===== src/rtl/srf_pkg.sv =====
package srf_pkg;

    localparam int INDEX_BITS    = 24;
    localparam int SYMBOL_BITS   = 8;
    localparam int LCP_BITS      = 24;
    localparam int BWT_BITS      = 8;
    localparam int FIELD_BITS    = 24;
    localparam int SYMBOL_COUNT  = 2 ** SYMBOL_BITS;
    localparam int IN_DATA_BITS  = 32;
    localparam int OUT_DATA_BITS = 72;

    typedef enum logic [1:0] {
        OP_PRIME = 2'd0,
        OP_RISE  = 2'd1,
        OP_EQUAL = 2'd2,
        OP_DROP  = 2'd3
    } t_op;

    typedef struct packed {
        t_op                    op;
        logic                   last;
        logic [LCP_BITS-1:0]    lcp;
        logic [SYMBOL_BITS-1:0] sym;
        logic [SYMBOL_BITS-1:0] prev_sym;
        logic [INDEX_BITS-1:0]  pos;
    } t_cmd;

    typedef struct packed {
        logic full;
        logic empty;
    } t_qstat;

    function automatic logic [FIELD_BITS-1:0] to_field(input logic [INDEX_BITS-1:0] pos);
        logic [FIELD_BITS+INDEX_BITS-1:0] wide;
        wide = {{FIELD_BITS{1'b0}}, pos};
        return wide[FIELD_BITS-1:0];
    endfunction

endpackage


===== src/rtl/supermaximal_repeat_finder.sv =====
// Results are registered in the output register after their items pass the queue.
// Throughput: one item per cycle unless the output stalls; classifier, two-entry queue
// and interval unit keep that rate; an output stall stalls the queue and the input.
// Reset (i_rst_n low at a clock edge, synchronous) empties the queue and output register,
// sets the position to zero and clears all plateau state; no clearing pass follows.
module supermaximal_repeat_finder (
    input  logic                              i_clk,
    input  logic                              i_rst_n,
    input  logic                              i_s_axis_tvalid,
    output logic                              o_s_axis_tready,
    // lcp_value [23:0], bwt_symbol [31:24]
    input  logic [srf_pkg::IN_DATA_BITS-1:0]  i_s_axis_tdata,
    input  logic                              i_s_axis_tlast,
    output logic                              o_m_axis_tvalid,
    input  logic                              i_m_axis_tready,
    // interval_start [23:0], interval_end [47:24], repeat_length [71:48]
    output logic [srf_pkg::OUT_DATA_BITS-1:0] o_m_axis_tdata
);
    import srf_pkg::*;

    t_cmd   push_cmd;
    t_cmd   head_cmd;
    t_qstat qstat;
    logic   push;
    logic   pop;

    srf_front u_front (
        .i_clk   (i_clk),
        .i_rst_n (i_rst_n),
        .i_valid (i_s_axis_tvalid),
        .i_data  (i_s_axis_tdata),
        .i_last  (i_s_axis_tlast),
        .i_qstat (qstat),
        .o_ready (o_s_axis_tready),
        .o_push  (push),
        .o_cmd   (push_cmd)
    );

    srf_queue u_queue (
        .i_clk   (i_clk),
        .i_rst_n (i_rst_n),
        .i_push  (push),
        .i_cmd   (push_cmd),
        .i_pop   (pop),
        .o_cmd   (head_cmd),
        .o_qstat (qstat)
    );

    srf_back u_back (
        .i_clk   (i_clk),
        .i_rst_n (i_rst_n),
        .i_cmd   (head_cmd),
        .i_qstat (qstat),
        .o_pop   (pop),
        .o_valid (o_m_axis_tvalid),
        .i_ready (i_m_axis_tready),
        .o_data  (o_m_axis_tdata)
    );

    a_no_overflow: assert property (@(posedge i_clk) disable iff (!i_rst_n)
        qstat.full |-> !push)
        else $error("queue written while full");

    a_no_underflow: assert property (@(posedge i_clk) disable iff (!i_rst_n)
        qstat.empty |-> !pop)
        else $error("queue read while empty");

    a_len_nonzero: assert property (@(posedge i_clk) disable iff (!i_rst_n)
        o_m_axis_tvalid |-> (o_m_axis_tdata[OUT_DATA_BITS-1 -: LCP_BITS] != '0))
        else $error("result with zero repeat length");

    a_reset_clean: assert property (@(posedge i_clk)
        !i_rst_n |=> (qstat.empty && !o_m_axis_tvalid))
        else $error("queue or output not empty after reset");

endmodule


===== src/rtl/srf_front.sv =====
module srf_front (
    input  logic                      i_clk,
    input  logic                      i_rst_n,
    input  logic                      i_valid,
    input  logic [srf_pkg::IN_DATA_BITS-1:0] i_data,
    input  logic                      i_last,
    input  srf_pkg::t_qstat           i_qstat,
    output logic                      o_ready,
    output logic                      o_push,
    output srf_pkg::t_cmd             o_cmd
);
    import srf_pkg::*;

    logic [INDEX_BITS-1:0]  r_pos;
    logic [LCP_BITS-1:0]    r_prev_lcp;
    logic [SYMBOL_BITS-1:0] r_prev_sym;
    logic                   r_primed;

    logic [LCP_BITS-1:0]    lcp;
    logic [SYMBOL_BITS-1:0] sym;

    assign lcp     = i_data[LCP_BITS-1:0];
    assign sym     = i_data[LCP_BITS +: SYMBOL_BITS];
    assign o_ready = !i_qstat.full;
    assign o_push  = i_valid && o_ready;

    always_comb begin
        o_cmd.last     = i_last;
        o_cmd.lcp      = lcp;
        o_cmd.sym      = sym;
        o_cmd.prev_sym = r_prev_sym;
        o_cmd.pos      = r_pos;
        if (!r_primed) begin
            o_cmd.op = OP_PRIME;
        end else if (lcp > r_prev_lcp) begin
            o_cmd.op = OP_RISE;
        end else if (lcp == r_prev_lcp) begin
            o_cmd.op = OP_EQUAL;
        end else begin
            o_cmd.op = OP_DROP;
        end
    end

    always_ff @(posedge i_clk) begin
        if (!i_rst_n) begin
            r_pos      <= '0;
            r_prev_lcp <= '0;
            r_prev_sym <= '0;
            r_primed   <= 1'b0;
        end else if (o_push) begin
            if (i_last) begin
                // The array ends here: the next item opens a new one at position zero.
                r_pos      <= '0;
                r_prev_lcp <= '0;
                r_prev_sym <= '0;
                r_primed   <= 1'b0;
            end else begin
                r_pos      <= r_pos + INDEX_BITS'(1);
                r_prev_lcp <= lcp;
                r_prev_sym <= sym;
                r_primed   <= 1'b1;
            end
        end
    end

endmodule


===== src/rtl/srf_queue.sv =====
module srf_queue (
    input  logic            i_clk,
    input  logic            i_rst_n,
    input  logic            i_push,
    input  srf_pkg::t_cmd   i_cmd,
    input  logic            i_pop,
    output srf_pkg::t_cmd   o_cmd,
    output srf_pkg::t_qstat o_qstat
);
    import srf_pkg::*;

    t_cmd       r_mem [2];
    logic       r_wr_ptr;
    logic       r_rd_ptr;
    logic [1:0] r_count;

    assign o_cmd         = r_mem[r_rd_ptr];
    assign o_qstat.full  = (r_count == 2'd2);
    assign o_qstat.empty = (r_count == 2'd0);

    always_ff @(posedge i_clk) begin
        if (i_push) begin
            r_mem[r_wr_ptr] <= i_cmd;
        end
    end

    always_ff @(posedge i_clk) begin
        if (!i_rst_n) begin
            r_wr_ptr <= 1'b0;
            r_rd_ptr <= 1'b0;
            r_count  <= 2'd0;
        end else begin
            if (i_push) begin
                r_wr_ptr <= !r_wr_ptr;
            end
            if (i_pop) begin
                r_rd_ptr <= !r_rd_ptr;
            end
            case ({i_push, i_pop})
                2'b10:   r_count <= r_count + 2'd1;
                2'b01:   r_count <= r_count - 2'd1;
                default: r_count <= r_count;
            endcase
        end
    end

endmodule


===== src/rtl/srf_back.sv =====
module srf_back (
    input  logic                              i_clk,
    input  logic                              i_rst_n,
    input  srf_pkg::t_cmd                     i_cmd,
    input  srf_pkg::t_qstat                   i_qstat,
    output logic                              o_pop,
    output logic                              o_valid,
    input  logic                              i_ready,
    output logic [srf_pkg::OUT_DATA_BITS-1:0] o_data
);
    import srf_pkg::*;

    logic                    r_in_plateau, n_in_plateau;
    logic [INDEX_BITS-1:0]   r_start,      n_start;
    logic [LCP_BITS-1:0]     r_len,        n_len;
    logic [SYMBOL_COUNT-1:0] r_seen,       n_seen;
    logic                    r_distinct,   n_distinct;

    logic                    r_out_valid;
    logic [FIELD_BITS-1:0]   r_out_start;
    logic [FIELD_BITS-1:0]   r_out_end;
    logic [LCP_BITS-1:0]     r_out_len;

    logic                    emit;
    logic [INDEX_BITS-1:0]   emit_start;
    logic [INDEX_BITS-1:0]   emit_end;
    logic [LCP_BITS-1:0]     emit_len;
    logic [INDEX_BITS-1:0]   pos_prev;
    logic [SYMBOL_COUNT-1:0] sym_bit;
    logic [SYMBOL_COUNT-1:0] prev_bit;

    assign o_pop    = !i_qstat.empty && (!r_out_valid || i_ready);
    assign pos_prev = i_cmd.pos - INDEX_BITS'(1);
    assign sym_bit  = {{(SYMBOL_COUNT-1){1'b0}}, 1'b1} << i_cmd.sym;
    assign prev_bit = {{(SYMBOL_COUNT-1){1'b0}}, 1'b1} << i_cmd.prev_sym;

    always_comb begin
        n_in_plateau = r_in_plateau;
        n_start      = r_start;
        n_len        = r_len;
        n_seen       = r_seen;
        n_distinct   = r_distinct;
        emit         = 1'b0;
        emit_end     = pos_prev;

        case (i_cmd.op)
            OP_PRIME: begin
                n_in_plateau = r_in_plateau;
            end
            OP_RISE: begin
                // A rise restarts the candidate one position back.
                n_in_plateau = 1'b1;
                n_start      = pos_prev;
                n_len        = i_cmd.lcp;
                n_seen       = sym_bit | prev_bit;
                n_distinct   = (i_cmd.sym != i_cmd.prev_sym);
            end
            OP_EQUAL: begin
                if (r_in_plateau) begin
                    if (r_seen[i_cmd.sym]) begin
                        n_distinct = 1'b0;
                    end
                    n_seen = r_seen | sym_bit;
                end
            end
            OP_DROP: begin
                if (r_in_plateau) begin
                    emit         = r_distinct;
                    n_in_plateau = 1'b0;
                end
            end
            default: begin
                n_in_plateau = r_in_plateau;
            end
        endcase

        // A rise on the last item opens a candidate that the end closes at once.
        emit_start = n_start;
        emit_len   = n_len;

        if (i_cmd.last) begin
            // The end of the array closes a plateau that is still open.
            if (n_in_plateau && n_distinct && !emit) begin
                emit     = 1'b1;
                emit_end = i_cmd.pos;
            end
            n_in_plateau = 1'b0;
            n_start      = '0;
            n_len        = '0;
            n_seen       = '0;
            n_distinct   = 1'b1;
        end
    end

    always_ff @(posedge i_clk) begin
        if (!i_rst_n) begin
            r_in_plateau <= 1'b0;
            r_start      <= '0;
            r_len        <= '0;
            r_seen       <= '0;
            r_distinct   <= 1'b1;
            r_out_valid  <= 1'b0;
        end else begin
            if (o_pop) begin
                r_in_plateau <= n_in_plateau;
                r_start      <= n_start;
                r_len        <= n_len;
                r_seen       <= n_seen;
                r_distinct   <= n_distinct;
                r_out_valid  <= emit;
            end else if (i_ready) begin
                r_out_valid  <= 1'b0;
            end
        end
    end

    always_ff @(posedge i_clk) begin
        if (o_pop && emit) begin
            r_out_start <= to_field(emit_start);
            r_out_end   <= to_field(emit_end);
            r_out_len   <= emit_len;
        end
    end

    assign o_valid = r_out_valid;
    assign o_data  = {r_out_len, r_out_end, r_out_start};

endmodule


===== config.mk =====
export PLATFORM = sky130hd
export DESIGN_NAME = supermaximal_repeat_finder
export DESIGN_NICKNAME = d
export VERILOG_FILES = /design/src/rtl/srf_pkg.sv /design/src/rtl/supermaximal_repeat_finder.sv /design/src/rtl/srf_front.sv /design/src/rtl/srf_queue.sv /design/src/rtl/srf_back.sv
export SDC_FILE = /design/constraint.sdc
export NUM_CORES = 1
export LEC_CHECK = 0
export BUFFER_PORTS_ARGS = -buffer_cell sky130_fd_sc_hd__buf_2
export CORE_MARGIN = 3
export CORE_UTILIZATION = 25
export DETAILED_ROUTE_END_ITERATION = 16
export HOLD_SLACK_MARGIN = 0.05
export PLACE_DENSITY_LB_ADDON = 0.1
export RECOVER_POWER = 50
export SLEW_MARGIN = 20
export SYNTH_ARGS = -nofsm -noshare
export SYNTH_HDL_FRONTEND = slang
export SYNTH_HIERARCHICAL = 1
export SYNTH_SLANG_ARGS = --single-unit

===== constraint.sdc =====
create_clock -name i_clk -period 8.9 [get_ports i_clk]
set_input_delay 0.89 -clock i_clk [delete_from_list [all_inputs] [get_ports i_clk]]
set_output_delay 0.89 -clock i_clk [all_outputs]
set_load 0.01 [all_outputs]

==> results.yml <==
outcome:
  status: "complete, but fails checks"
  violations: "max-capacitance violations, max-slew violations"
layout:
  final_util_pct: 28.7
  post_layout_nonfiller_instances: 4714
  multi_input_area_mm2: 0.0150
  seq_area_mm2: 0.0136
  drive_gt1_share_pct: 11.5
  antenna_cells: 0
  syn_to_final_growth_pct: 13.3
  nFillCells: 12400
  nNetsFinal: 3122
  stdcell_area_mm2: 0.0339
synth:
  synthArstFlopShare_pct: 0
  ys_seq_elements: 575
  ys.flop_type: "dfxtp_1"
  yosysWarnings: 6
  synth_cell_types: 79
  synthCells: 3137
  synth_edf_count: 206
  synth_area_leader_cell: "dfxtp_1"
  syn_avg_cell_area_um2: 9.55
  syn_area_mm2: 0.0300
  yosysTopAreaCellShare_pct: 24.7
  yosysMostFrequentCell: "a21oi_1"
  synth.net_count: 3204
  yosysSeqAreaShare_pct: 45.3
  synthTopCellsByCount: "378 x a21oi_1, 369 x dfxtp_1, 356 x nand2_1"
  synth.area.top_cells: "dfxtp_1 25%, edfxtp_1 21%, a21oi_1 6.3%, a22oi_1 4.7%, nand2_1 4.5%"
timing:
  worst_clock_skew_ns: 0.0283
  hold_violations: 0
  drv_slew: 221
  fmax_ghz: 0.147
  tightest_slew_ns: 2.98
  fin_crit_ns: 6.80
  rsz0062_at_grt: "false"
  setup_violations: 0
  fin_setup_tns_ns: 0
  hold_slack_ns: 0.451
  slew_headroom_pct: -98.6
  period_share_pct: 76.4
routing:
  wirelength_um: 109000
  ant_nets: 0
  wire_per_inst_um: 23.2
  via_per_inst: 5.19
  vias: 24500
  first_iter_violations: 2361
  route.detailed.drc: 0
  detailedRoute.firstPassIterationCount: 8
min_path:
  hold_class: "flop to flop"
power:
  pwr-share-seq_pct: 34.4
  power.internal_mw: 5.40
  power_switching_mw: 3.41
  p_comb_share_pct: 31.5
  p_leak_nw: 10.1
  ir_drop_mv: 0.215
  powerDensity_mw_per_mm2: 260
  power_frac_clock_pct: 34.1
  p_sw_share_pct: 38.7
critical_path:
  path_class: "flop to flop"
  path_max_fanout: 55
  required_ns: 9.22
  start_kind: "flop"
  worstSetupEndpointType: "flop"
  arrival_ns: 7.12
global_routing:
  grtUsageTotal_pct: 17.0
  first_global_vias: 23800
  grt_pass1_wl_um: 162000
  antenna_found_initial: 2
  grt_max_degree: 245
  grt_overflow_total: 0
cts:
  insertion_delay_ns: 0.65
  cts_buffers: 73
  cts_hold_buffers: 0
  path_clk_slew_ns: 0.05
  cts_root_buffer: "clkbuf_16"
  post_cts_resized: 0
  post-cts-setup-buffers: 0
  tritoncts: "built"
  h-tree-depth: 3
  clockBufferDepth: 3
  cts.sinks: 575
die:
  coreArea_mm2: 0.118
  dieArea_mm2: 0.124
  pin_count: 111
  chipHeight_um: 352
  start_util_pct: 25.3
  row_count: 126
  die_width_um: 352
place:
  dp_cells: 4577
  gp_congestion: 0.823
  hpwl_um: 66200
  io_buffers: 110
  placed_area_mm2: 0.0316
run:
  maxCapViolCount: 5
[flip-flops by register name, summed over array words and instances, names as in the netlist, 2 cells and up, named ones only]
name / cells
u_front/r_prev_lcp: 24
u_queue/r_count: 2
u_queue/r_mem: 134
u_back/r_start: 24
u_back/r_out_end: 24
u_back/r_seen: 256
u_back/r_len: 24
u_back/r_out_len: 24
u_back/r_out_start: 24
u_front/r_prev_sym: 8
u_front/r_pos: 24
[layout by cell type, fill, tap and decap left out, types with 62 or more instances in the layout]
cell type  synthesis  final
and2_1           110    101
clkbuf_1         206    121
a21oi_1          378    377
nand3b_1          62     62
a222oi_1          82     82
dfxtp_1          369    369
nand2_1          356    355
mux2_2           103     88
a21boi_0          67     73
nor2b_1          208    207
a22oi_1          187    187
edfxtp_1         206    206
o21ai_0          129    129
nor2_1           151    133
clkbuf_16          0     73
[area by class of cell]
type / count / area share [%]
Clock inverter: 38 / 1.19
Clock buffer: 96 / 5.96
Timing Repair Buffer: 147 / 2.34
Inverter: 37 / 0.409
Multi-Input combinational cell: 2221 / 44.2
Tap cell: 1600 / 5.90
Sequential cell: 575 / 40.0
[power by group through the flow]
stage | clock (mW) | combinational (mW) | sequential [mW]
2_1_floorplan | 0 | 1.76 | 3.10
3_3_place_gp | 0 | 2.77 | 3.09
3_5_place_dp | 0 | 2.78 | 3.09
4_1_cts | 3.13 | 2.80 | 3.04
5_1_grt | 3.22 | 2.97 | 3.05
6_report | 3.01 | 2.77 | 3.03
[through the flow]
stage | setup slack, ns | total power [mW]
global placement | 3.37 | 5.86
detailed placement | 3.23 | 5.88
floorplan | 2.15 | 4.86
global route | 1.57 | 9.25
CTS | 3.21 | 8.96
finish | 2.10 | 8.81
[cell families after synthesis]
logic type | count (synthesis) | share of synthesized area (%)
DFF | 575 | 45.3
adders and majority gates | 30 | 1.25
buffers and inverters | 341 | 5.07
muxes | 181 | 9.19
AOI/OAI and AO/OA | 907 | 19.3
and+or+nand+nor | 1048 | 18.3
xor gates and xnor gates | 55 | 1.61
[path summary, 6_finish.rpt]
| check | from | endpoint | slack, ns | cells past startpoint |
|---|---|---|---|---|
| worst max-delay path | u_queue/r_count[0] | u_queue/r_mem[1][22] | 2.10 | 7 |
| worst min register to register | u_front/r_prev_sym[3] | u_queue/r_mem[0][27] | 0.45 | 0 |
| worst min-delay path | u_front/r_prev_sym[3] | u_queue/r_mem[0][27] | 0.45 | 0 |
| worst max register to register | u_queue/r_count[0] | u_queue/r_mem[1][22] | 2.10 | 7 |
[critical path, cell delays in order, from the launching register on]
cell and delay, ns:
dfxtp_1 0.39, and2b_1 0.24, nand2b_2 0.19, clkbuf_1 1.09
inv_1 0.32, clkbuf_1 1.70, and2_0 2.15, buf_12 0.31
[per-layer routing]
| layer | global-route usage [%] | routed length (µm) | up-vias |
|---|---|---|---|
| met2 | 26.4 | 49200 | 863 |
| met3 | 3.24 | 7020 | 198 |
| met4 | 7.18 | 4130 | 2 |
| li1 | - | - | 11300 |
| met5 | 0 | 8 | - |
| met1 | 23.0 | 48900 | 12100 |
No activity file was read; power rests on OpenSTA's default activity.
